**src/design/nlej_pkg.sv**
```systemverilog
// ----------------------------------------------------------------------------
// nlej_pkg
// Shared widths, command and status codes of the nested loop equi-join engine.
// ----------------------------------------------------------------------------
package nlej_pkg;

	localparam int NLEJ_DEPTH = 64;
	localparam int ID_W       = 31;
	localparam int VAL_W      = 32;
	localparam int CNT_W      = 32;
	localparam int CMD_W      = 2;
	localparam int STAT_W     = 2;

	localparam logic [CMD_W-1:0] CMD_CLEAR = 2'd0;
	localparam logic [CMD_W-1:0] CMD_LOAD  = 2'd1;
	localparam logic [CMD_W-1:0] CMD_PROBE = 2'd2;

	localparam logic [STAT_W-1:0] STAT_MATCH   = 2'd0;
	localparam logic [STAT_W-1:0] STAT_NOMATCH = 2'd1;
	localparam logic [STAT_W-1:0] STAT_FULL    = 2'd2;

	typedef logic [ID_W-1:0]         id_t;
	typedef logic signed [VAL_W-1:0] val_t;
	typedef logic [CNT_W-1:0]        cnt_t;

endpackage

```
**src/design/nlej_req_if.sv**
```systemverilog
// ----------------------------------------------------------------------------
// nlej_req_if
// Command channel: clear, load of a right tuple, probe with a left tuple.
// ----------------------------------------------------------------------------
interface nlej_req_if import nlej_pkg::*; ();
	logic             valid;
	logic             ready;
	logic [CMD_W-1:0] cmd;
	id_t              tuple_id;
	val_t             tuple_val;

	modport source (output valid, output cmd, output tuple_id, output tuple_val, input ready);
	modport sink (input valid, input cmd, input tuple_id, input tuple_val, output ready);
endinterface

```
**src/design/nlej_rsp_if.sv**
```systemverilog
// ----------------------------------------------------------------------------
// nlej_rsp_if
// Result channel: match, no-match and refused-load beats.
// ----------------------------------------------------------------------------
interface nlej_rsp_if import nlej_pkg::*; ();
	logic              valid;
	logic              ready;
	logic [STAT_W-1:0] status;
	id_t               left_id;
	id_t               right_id;
	val_t              match_val;
	cnt_t              match_total;
	logic              last;

	modport source (output valid, output status, output left_id, output right_id,
		output match_val, output match_total, output last, input ready);
	modport sink (input valid, input status, input left_id, input right_id,
		input match_val, input match_total, input last, output ready);
endinterface

```
**src/design/nested_loop_equi_join.sv**
```systemverilog
// ----------------------------------------------------------------------------
// nested_loop_equi_join
// Right-hand tuples are stored in a table memory; each left-hand probe scans
// the table in load order and returns one beat per equal key.
// Channels: req carries cmd, tuple_id and tuple_val; rsp carries status,
// left_id, right_id, match_val, match_total and last.
// A clear or a load with room returns nothing. A load into a full table
// returns one refused beat, registered in the cycle after acceptance.
// A probe reads one table entry per cycle, unless rsp stalls, from a single
// synchronous memory port and scans every stored tuple (at most TABLE_DEPTH);
// an empty table is not read at all. Each match is held
// in a pending register until the next match or the end of the scan shows
// whether it is the last beat.
// A probe without any match returns one no-match beat with last set.
// req is taken only between probes and while the output register can accept.
// When rsp stalls, the scan freezes on the next match until the output
// register frees up; no beat is lost.
// Reset empties the table and zeroes the match count at once; table contents
// are not cleared and are never read before being written.
// ----------------------------------------------------------------------------
module nested_loop_equi_join import nlej_pkg::*; #(
	parameter int TABLE_DEPTH = NLEJ_DEPTH
) (
	input  logic       clk,
	input  logic       arst_n,
	nlej_req_if.sink   req,
	nlej_rsp_if.source rsp
);

	localparam int AW = (TABLE_DEPTH > 1) ? $clog2(TABLE_DEPTH) : 1;
	localparam int FW = $clog2(TABLE_DEPTH + 1);

	localparam logic ST_IDLE = 1'b0;
	localparam logic ST_SCAN = 1'b1;

	logic [ID_W+VAL_W-1:0] table_mem [TABLE_DEPTH];

	logic          state_q;
	logic [FW-1:0] fill_q;
	logic [FW-1:0] idx_q;
	cnt_t          count_q;
	logic          pend_valid_q;
	logic          out_valid_q;

	id_t  probe_id_q;
	val_t probe_key_q;
	id_t  pend_rid_q;
	cnt_t pend_total_q;

	logic rd_valid_s1;
	val_t rd_key_s1;
	id_t  rd_id_s1;

	logic [STAT_W-1:0] out_status_q;
	id_t               out_left_q;
	id_t               out_right_q;
	val_t              out_val_q;
	cnt_t              out_total_q;
	logic              out_last_q;

	logic out_free, req_fire, full, scan_issue, hit, stall, advance, scan_end;
	cnt_t count_inc;

	logic              out_load;
	logic [STAT_W-1:0] out_status_d;
	id_t               out_left_d;
	id_t               out_right_d;
	val_t              out_val_d;
	cnt_t              out_total_d;
	logic              out_last_d;

	assign out_free   = !out_valid_q || rsp.ready;
	assign req.ready  = (state_q == ST_IDLE) && out_free;
	assign req_fire   = req.valid && req.ready;
	assign full       = fill_q >= FW'(TABLE_DEPTH);
	assign scan_issue = (state_q == ST_SCAN) && (idx_q < fill_q);
	assign hit        = rd_valid_s1 && (rd_key_s1 == probe_key_q);
	assign stall      = hit && pend_valid_q && !out_free;
	assign advance    = (state_q == ST_SCAN) && !stall;
	assign scan_end   = (state_q == ST_SCAN) && !scan_issue && !rd_valid_s1 && out_free;
	assign count_inc  = (count_q == '1) ? count_q : count_q + 1'b1;

	always_comb begin
		out_load     = 1'b0;
		out_status_d = STAT_MATCH;
		out_left_d   = probe_id_q;
		out_right_d  = pend_rid_q;
		out_val_d    = probe_key_q;
		out_total_d  = pend_total_q;
		out_last_d   = 1'b0;
		if (req_fire && req.cmd == CMD_LOAD && full) begin
			out_load     = 1'b1;
			out_status_d = STAT_FULL;
			out_left_d   = '0;
			out_right_d  = req.tuple_id;
			out_val_d    = req.tuple_val;
			out_total_d  = count_q;
			out_last_d   = 1'b1;
		end else if (advance && hit && pend_valid_q) begin
			out_load = 1'b1;
		end else if (scan_end) begin
			out_load   = 1'b1;
			out_last_d = 1'b1;
			if (!pend_valid_q) begin
				out_status_d = STAT_NOMATCH;
				out_right_d  = '0;
				out_total_d  = count_q;
			end
		end
	end

	// control
	always_ff @(posedge clk or negedge arst_n) begin
		if (!arst_n) begin
			state_q      <= ST_IDLE;
			fill_q       <= '0;
			idx_q        <= '0;
			count_q      <= '0;
			pend_valid_q <= 1'b0;
			rd_valid_s1  <= 1'b0;
			out_valid_q  <= 1'b0;
		end else begin
			if (req_fire) begin
				case (req.cmd)
					CMD_CLEAR: begin
						fill_q  <= '0;
						count_q <= '0;
					end
					CMD_LOAD: begin
						if (!full) fill_q <= fill_q + 1'b1;
					end
					CMD_PROBE: begin
						state_q      <= ST_SCAN;
						idx_q        <= '0;
						pend_valid_q <= 1'b0;
					end
					default: ;
				endcase
			end
			if (advance) begin
				rd_valid_s1 <= scan_issue;
				if (scan_issue) idx_q <= idx_q + 1'b1;
				if (hit) begin
					count_q      <= count_inc;
					pend_valid_q <= 1'b1;
				end
			end
			if (scan_end) begin
				state_q      <= ST_IDLE;
				pend_valid_q <= 1'b0;
			end
			if (out_load) out_valid_q <= 1'b1;
			else if (rsp.ready) out_valid_q <= 1'b0;
		end
	end

	// table memory
	always_ff @(posedge clk) begin
		if (req_fire && req.cmd == CMD_LOAD && !full) begin
			table_mem[fill_q[AW-1:0]] <= {req.tuple_val, req.tuple_id};
		end
		if (advance && scan_issue) begin
			{rd_key_s1, rd_id_s1} <= table_mem[idx_q[AW-1:0]];
		end
	end

	// payload
	always_ff @(posedge clk) begin
		if (req_fire && req.cmd == CMD_PROBE) begin
			probe_id_q  <= req.tuple_id;
			probe_key_q <= req.tuple_val;
		end
		if (advance && hit) begin
			pend_rid_q   <= rd_id_s1;
			pend_total_q <= count_inc;
		end
		if (out_load) begin
			out_status_q <= out_status_d;
			out_left_q   <= out_left_d;
			out_right_q  <= out_right_d;
			out_val_q    <= out_val_d;
			out_total_q  <= out_total_d;
			out_last_q   <= out_last_d;
		end
	end

	assign rsp.valid       = out_valid_q;
	assign rsp.status      = out_status_q;
	assign rsp.left_id     = out_left_q;
	assign rsp.right_id    = out_right_q;
	assign rsp.match_val   = out_val_q;
	assign rsp.match_total = out_total_q;
	assign rsp.last        = out_last_q;

endmodule

```
**src/flat_wrapper.sv**
```systemverilog
// flat-port wrapper written by rule: the top's interface ports become plain ports
module nested_loop_equi_join_flat import nlej_pkg::*;
#(
	parameter int TABLE_DEPTH = NLEJ_DEPTH
)
  (clk, arst_n, req_valid, req_cmd, req_tuple_id, req_tuple_val, req_ready, rsp_valid, rsp_status, rsp_left_id, rsp_right_id, rsp_match_val, rsp_match_total, rsp_last, rsp_ready);
  nlej_req_if req_i ();
  nlej_rsp_if rsp_i ();
  input  logic clk;
  input  logic arst_n;
  input wire logic [$bits(req_i.valid)-1:0] req_valid;
  input wire logic [$bits(req_i.cmd)-1:0] req_cmd;
  input wire logic [$bits(req_i.tuple_id)-1:0] req_tuple_id;
  input wire logic [$bits(req_i.tuple_val)-1:0] req_tuple_val;
  output wire logic [$bits(req_i.ready)-1:0] req_ready;
  output wire logic [$bits(rsp_i.valid)-1:0] rsp_valid;
  output wire logic [$bits(rsp_i.status)-1:0] rsp_status;
  output wire logic [$bits(rsp_i.left_id)-1:0] rsp_left_id;
  output wire logic [$bits(rsp_i.right_id)-1:0] rsp_right_id;
  output wire logic [$bits(rsp_i.match_val)-1:0] rsp_match_val;
  output wire logic [$bits(rsp_i.match_total)-1:0] rsp_match_total;
  output wire logic [$bits(rsp_i.last)-1:0] rsp_last;
  input wire logic [$bits(rsp_i.ready)-1:0] rsp_ready;
  assign req_i.valid = req_valid;
  assign req_i.cmd = req_cmd;
  assign req_i.tuple_id = req_tuple_id;
  assign req_i.tuple_val = req_tuple_val;
  assign req_ready = req_i.ready;
  assign rsp_valid = rsp_i.valid;
  assign rsp_status = rsp_i.status;
  assign rsp_left_id = rsp_i.left_id;
  assign rsp_right_id = rsp_i.right_id;
  assign rsp_match_val = rsp_i.match_val;
  assign rsp_match_total = rsp_i.match_total;
  assign rsp_last = rsp_i.last;
  assign rsp_i.ready = rsp_ready;
  nested_loop_equi_join #(.TABLE_DEPTH(TABLE_DEPTH)) u_core (.clk(clk), .arst_n(arst_n), .req(req_i), .rsp(rsp_i));
endmodule
```
**config.mk**
```make
export PLATFORM = sky130hd
export DESIGN_NAME = nested_loop_equi_join_flat
export DESIGN_NICKNAME = d
export VERILOG_FILES = /design/src/design/nlej_pkg.sv /design/src/design/nlej_req_if.sv /design/src/design/nlej_rsp_if.sv /design/src/design/nested_loop_equi_join.sv /design/src/flat_wrapper.sv
export SDC_FILE = /design/constraint.sdc
export NUM_CORES = 2
export LEC_CHECK = 0
export BUFFER_PORTS_ARGS = -buffer_cell sky130_fd_sc_hd__buf_4
export CAP_MARGIN = 15
export CORE_UTILIZATION = 55
export CTS_CLUSTER_SIZE = 25
export DETAILED_ROUTE_END_ITERATION = 8
export PLACE_DENSITY = 0.71
export SLEW_MARGIN = 0
export SYNTH_ARGS = -nofsm -noshare
export SYNTH_HDL_FRONTEND = slang
export SYNTH_SLANG_ARGS = --single-unit
```
**constraint.sdc**
```tcl
create_clock -name clk -period 17 [get_ports clk]
set_input_delay 2.55 -clock clk [delete_from_list [all_inputs] [get_ports clk]]
set_output_delay 2.55 -clock clk [all_outputs]
set_load 0.02 [all_outputs]
```
**Yosys cells after proc, flatten, opt, wreduce, memory -nomap -nowiden**

Memories as Yosys holds them, arrays and structs flattened. A register that Yosys moved wholly into a read port is not among the register bits.
Cells that the tools add are included.

- Register bits: 305
- Memory bits (writable): 4032
- Input port bits: 69
- Output and inout bits: 131
- Memories: 1

- $add $sub $neg: 3
- Magnitude comparators: 2
- Equality and inequality tests: 5
- Muxes and demuxes: 39
- Bitwise gates (word level): 2
- Reductions and logical operators: 32

Memory list:

| memory | depth | width | read ports | clocked after memory_dff | wr ports | line | RTL |
|---|---|---|---|---|---|---|---|
| u_core.table_mem | 64 | 63 | 1 | 1 | 1 | nested_loop_equi_join.sv:36 | `logic [ID_W+VAL_W-1:0] table_mem [TABLE_DEPTH];` |

Operator list:

| operator | number |
|---|---|
| 2-to-1 mux 32 bit | 10 |
| 2-to-1 mux 31 bit | 4 |
| 2-to-1 mux 7 bit | 5 |
| adder 32 x 1 -> 32 bit (second input constant) | 1 |
| == test 32 bit | 1 |
| == test 32 bit (second input constant) | 1 |
| logical AND 1 bit | 17 |
| 2-to-1 mux 1 bit | 17 |
| adder 7 x 1 -> 7 bit (second input constant) | 2 |
| one-hot mux 7 bit (2 select lines) | 1 |
| nonzero test 2 bit | 4 |
| greater-or-equal comparator 7 bit (second input constant) | 1 |
| < comparator 7 bit | 1 |
| zero test 1 bit | 6 |
| 2-to-1 mux 2 bit | 2 |
| AND reduction 3 bit | 1 |
| OR reduction 3 bit | 1 |
| == test 2 x 1 -> 1 bit (second input constant) | 1 |
| == test 2 bit (second input constant) | 1 |
| zero test 2 bit | 1 |
| != test 2 bit (second input constant) | 1 |
| inverter 1 bit | 2 |
| AND reduction 2 bit | 1 |
| logical OR 1 bit | 1 |

**Longest topological paths before layout**

- Word-level depth: 11
- Depth in mapped cells: 12

**Worst setup path before layout**

OpenSTA, ideal clock, no wires.

- Path kind: input-to-reg
- Start point: in rsp_ready
- End point: reg u_core.pend_rid_q[0], enable pin
- Library setup time: 0.639 ns
- Data arrival time: 8.771 ns
- Data required time: 16.361 ns
- Slack: 7.589 ns
- Stages: 4
- Buffers on the path: 0
- Cell sequence: nor2b_1 nand2_1 nand2_1 nor4_1

- Cells in the longest elaborated chain, start to end: 6

Ends and longest elaborated chain:

| element | line | RTL |
|---|---|---|
| start: declaration | flat_wrapper.sv:23 | `input wire logic [$bits(rsp_i.ready)-1:0] rsp_ready;` |
| logical OR 1 bit | nested_loop_equi_join.sv:72 | `assign out_free = !out_valid_q \|\| rsp.ready;` |
| zero test 1 bit | nested_loop_equi_join.sv:78 | `assign stall = hit && pend_valid_q && !out_free;` |
| logical AND 1 bit | nested_loop_equi_join.sv:78 |  |
| zero test 1 bit | nested_loop_equi_join.sv:79 | `assign advance = (state_q == ST_SCAN) && !stall;` |
| logical AND 1 bit | nested_loop_equi_join.sv:79 |  |
| logical AND 1 bit | nested_loop_equi_join.sv:173 | `if (advance && hit) begin` |
| end signal: assignment | nested_loop_equi_join.sv:174 | `pend_rid_q <= rd_id_s1;` |
| end: declaration | nested_loop_equi_join.sv:47 | `id_t pend_rid_q;` |

Every way passes these cells.
A chain may end at the register's enable or synchronous reset.

**Worst setup path in the final report**

- Start point: in rsp_ready
- End point: mem u_core.table_mem[34][37] (netlist name), enable pin

- Cells in the longest elaborated chain, start to end: 7

Ends and longest elaborated chain:

| element | line | RTL |
|---|---|---|
| logical OR 1 bit | nested_loop_equi_join.sv:72 |  |
| logical AND 1 bit | nested_loop_equi_join.sv:73 | `assign req.ready = (state_q == ST_IDLE) && out_free;` |
| logical AND 1 bit | nested_loop_equi_join.sv:74 | `assign req_fire = req.valid && req.ready;` |
| logical AND 1 bit (2 in series) | nested_loop_equi_join.sv:159 | `if (req_fire && req.cmd == CMD_LOAD && !full) begin` |
| 2-to-1 mux 1 bit | nested_loop_equi_join.sv:159 |  |
| 2-to-1 mux 1 bit (implied by the code) | nested_loop_equi_join.sv:160 | `table_mem[fill_q[AW-1:0]] <= {req.tuple_val, req.tuple_id};` |
| end: declaration | nested_loop_equi_join.sv:36 |  |

Every way passes these cells.

==> flow_metrics.tcl <==
set metrics [dict create \
    finalClockSkew_ns 0.0882 \
    crit_path_end_kind "flop" \
    multi_input_area_sq_mm 0.0348 \
    vias 82600 \
    globalplace.congestion 0.879 \
    grt_overflow 0 \
    drt_first_pass_iters 8 \
    synthesis.nets 7313 \
    worst_ep_arrival_time_ns 7.28 \
    slew_headroom_pct 8.29 \
    holdBufCountCts 0 \
    insertion_delay_ns 1.02 \
    numCtsBuffers 423 \
    nets 7740 \
    r2r_cells 10 \
    avgRoutedWirePerCell_um 37.7 \
    regArea_sq_mm 0.132 \
    via_per_inst 6.88 \
    peakVddDrop_mv 0.155 \
    ys_seq_area_share_pct 78.6 \
    final_cell_mix "edfxtp_1, mux4_2, clkbuf_16" \
    cp_common_cell "buf_4" \
    drt-total-wl_um 453000 \
    hp-class "flop to flop" \
    row_count 202 \
    die_h_um 554 \
    fin_crit_ns 6.74 \
    syn-mean-instance-area_sq_um 23.2 \
    grt_usage_pct 29.5 \
    min_period_over_period_pct 39.6 \
    cts_buffer_depth 4 \
    cts_setup_buffers 0 \
    cp_data_required_time_ns 17.55 \
    top_usage_layer "met2" \
    drive_gt1_share_pct 28.6 \
    cp_num_cells 9 \
    die-area_sq_mm 0.307 \
    dpl.hpwl_um 252000 \
    setup_tns_ns 0 \
    hold_start "u_core.rd_id_s1[24]$_DFFE_PP_" \
    yosys.area.top_type "edfxtp_1" \
    cp_cell_sequence "buf_4 -> nor2b_1 -> buf_4 -> nor4b_2 -> nand2_1 -> nor3_1 -> nand2_1 -> nor2_4 -> buf_4" \
    antenna_found_initial 21 \
    reg2reg_slack_ns 10.81 \
    htreeDepth 5 \
    cts_root_buf "clkbuf_16" \
    syn_to_final_growth_pct 12.5 \
    status "finished, final reports clean" \
    synthFlopType "edfxtp_1" \
    crit_fanout 45 \
    drt_iter0_drc 13200 \
    port_buffers 199 \
    syn_area_sq_mm 0.168 \
    drv_cap 0 \
    ys_warn_count 0 \
    grt_pass1_wl_um 629000 \
    crit_family "simple AND/OR/NAND/NOR gates" \
    core_sq_mm 0.303 \
    synth.top_cell.area_share_pct 77.8 \
    post_cts_resize_count 0 \
    finalSetupViolCount 0 \
    rsz0062_at_grt "false" \
    yosys.cell_types.count 59 \
    die_w_um 554 \
    synth-edff-count 4350 \
    clock.fmax_mhz 148 \
    cp_num_buf_inv 3 \
    grt_pass1_vias 80500 \
    regToRegStartpoint "u_core.idx_q[0]$_DFF_PN0_" \
    grt_util_met3_pct 6.71 \
    finalHoldViolCount 0 \
    setup.worst_path.start_class "input pin" \
    total_power_w 0.0297 \
    drv_slew 0 \
    crit_path_end "u_core.table_mem[34][37]$_DFFE_PP_" \
    tightest_slew_ns 1.34 \
    leakage_nw 59.2 \
    fin_util_pct 62.3 \
    use_met2_pct 45.3 \
    start_util_pct 55.4 \
    worst_path_largest_cell_delay_ns 1.01 \
    grt_max_degree 112 \
    grt.met1_usage_pct 42.1 \
    worstSetupPathType "input pin to flop" \
    clkTransAtPathRegs_ns 0.06 \
    synthTopCellsByArea "edfxtp_1, mux4_2, mux2i_1" \
    ys_seq_elements 4400 \
    pin_count 200 \
    instances_no_fill 12000 \
    cts.sinks 4400 \
    reg2reg_to "u_core.rd_key_s1[21]$_DFFE_PP_" \
    ant_nets 0 \
    async_flop_share_pct 1.14 \
    setup.worst_path.start "rsp_ready" \
    critPathSlowestCell "buf_4" \
    final_common_cell "edfxtp_1" \
    drc_errors 0 \
    power_density_mw_per_mm2 157 \
    nFillCells 19700 \
    cts_tree "built" \
    synthCells 7234 \
    dp_cells 11200 \
]
## stage by stage
stage	cell area [sq um]	hold WS, ns	setup slack [ns]
CTS	189000	0.415	10.50
global route	189000	0.425	10.21
floorplan	168000	0.400	7.59
global placement	175000	0.404	9.58
detailed placement	175000	0.405	9.50
finish	189000	0.414	10.26
## Yosys cell counts, drive strengths merged, types with 17 or more instances
cell type  number
mux2           64
nand3          34
nand2         233
inv            23
nand4          17
dfrtp          50
nor2          134
nor2b          56
a22oi          51
and2           39
a211oi         40
clkbuf        158
buf           222
mux4         1142
o22ai          45
xor2           35
nor4           17
xnor2          28
edfxtp       4350
a21o           29
nor3           60
a21oi          51
o21ai          58
mux2i         185
## per-layer routing
layer  vias up  wire length (um)
li1      31600                 -
met1     44100            167000
met2      6071            212000
met3       864             55400
met4         8             18900
met5         -                46
## worst min path at each step
stage                                 endpoint  cells past startpoint
4_1_cts        u_core.pend_rid_q[24]$_DFFE_PP_                      0
3_3_place_gp    u_core.pend_rid_q[8]$_DFFE_PP_                      0
2_1_floorplan   u_core.pend_rid_q[0]$_DFFE_PP_                      0
3_5_place_dp   u_core.pend_rid_q[24]$_DFFE_PP_                      0
5_1_grt         u_core.pend_rid_q[8]$_DFFE_PP_                      0
6_report       u_core.pend_rid_q[24]$_DFFE_PP_                      0
## state kept, by name (all words and copies together) (netlist names), 31 cells and up
| name | cells |
|---|---|
| u_core.count_q | 32 |
| u_core.rsp.match_total | 32 |
| u_core.pend_rid_q | 31 |
| u_core.probe_id_q | 31 |
| u_core.pend_total_q | 32 |
| u_core.rsp.right_id | 31 |
| u_core.rd_id_s1 | 31 |
| u_core.rsp.left_id | 31 |
| u_core.rd_key_s1 | 32 |
| u_core.table_mem | 4032 |
| u_core.rsp.match_val | 32 |
| u_core.probe_key_q | 32 |
## power breakdown
group          leakage [nW]  total (W)  switching [W]  internal [W]
sequential             39.9     0.0126       0.000279        0.0123
combinational          12.5    0.00759        0.00438       0.00321
clock                  6.79    0.00948        0.00411       0.00537
total                  59.2     0.0297        0.00877        0.0209
## final cells by class
cell class | instances | area share, %
tap | 3978 | 2.64
inverter | 23 | 0.0497
multi-input combinational | 2431 | 18.4
timing repair buffer | 382 | 1.61
sequential | 4400 | 69.8
antenna | 11 | 0.0146
clock buffer | 522 | 5.84
clock inverter | 260 | 1.60
## cell families (layout without fill, tap and decap cells)
family | Yosys count | after routing | synth area share (%)
other | 0 | 11 | 0
buffers and inverters | 403 | 1187 | 1.07
adders and majority gates | 10 | 10 | 0.0745
AOI/OAI and AO/OA | 337 | 337 | 1.36
and+or+nand+nor | 630 | 630 | 1.75
DFF | 4400 | 4400 | 78.6
xor gates and xnor gates | 63 | 63 | 0.329
muxes | 1391 | 1391 | 16.9
Power figures use the tool's default switching activity.
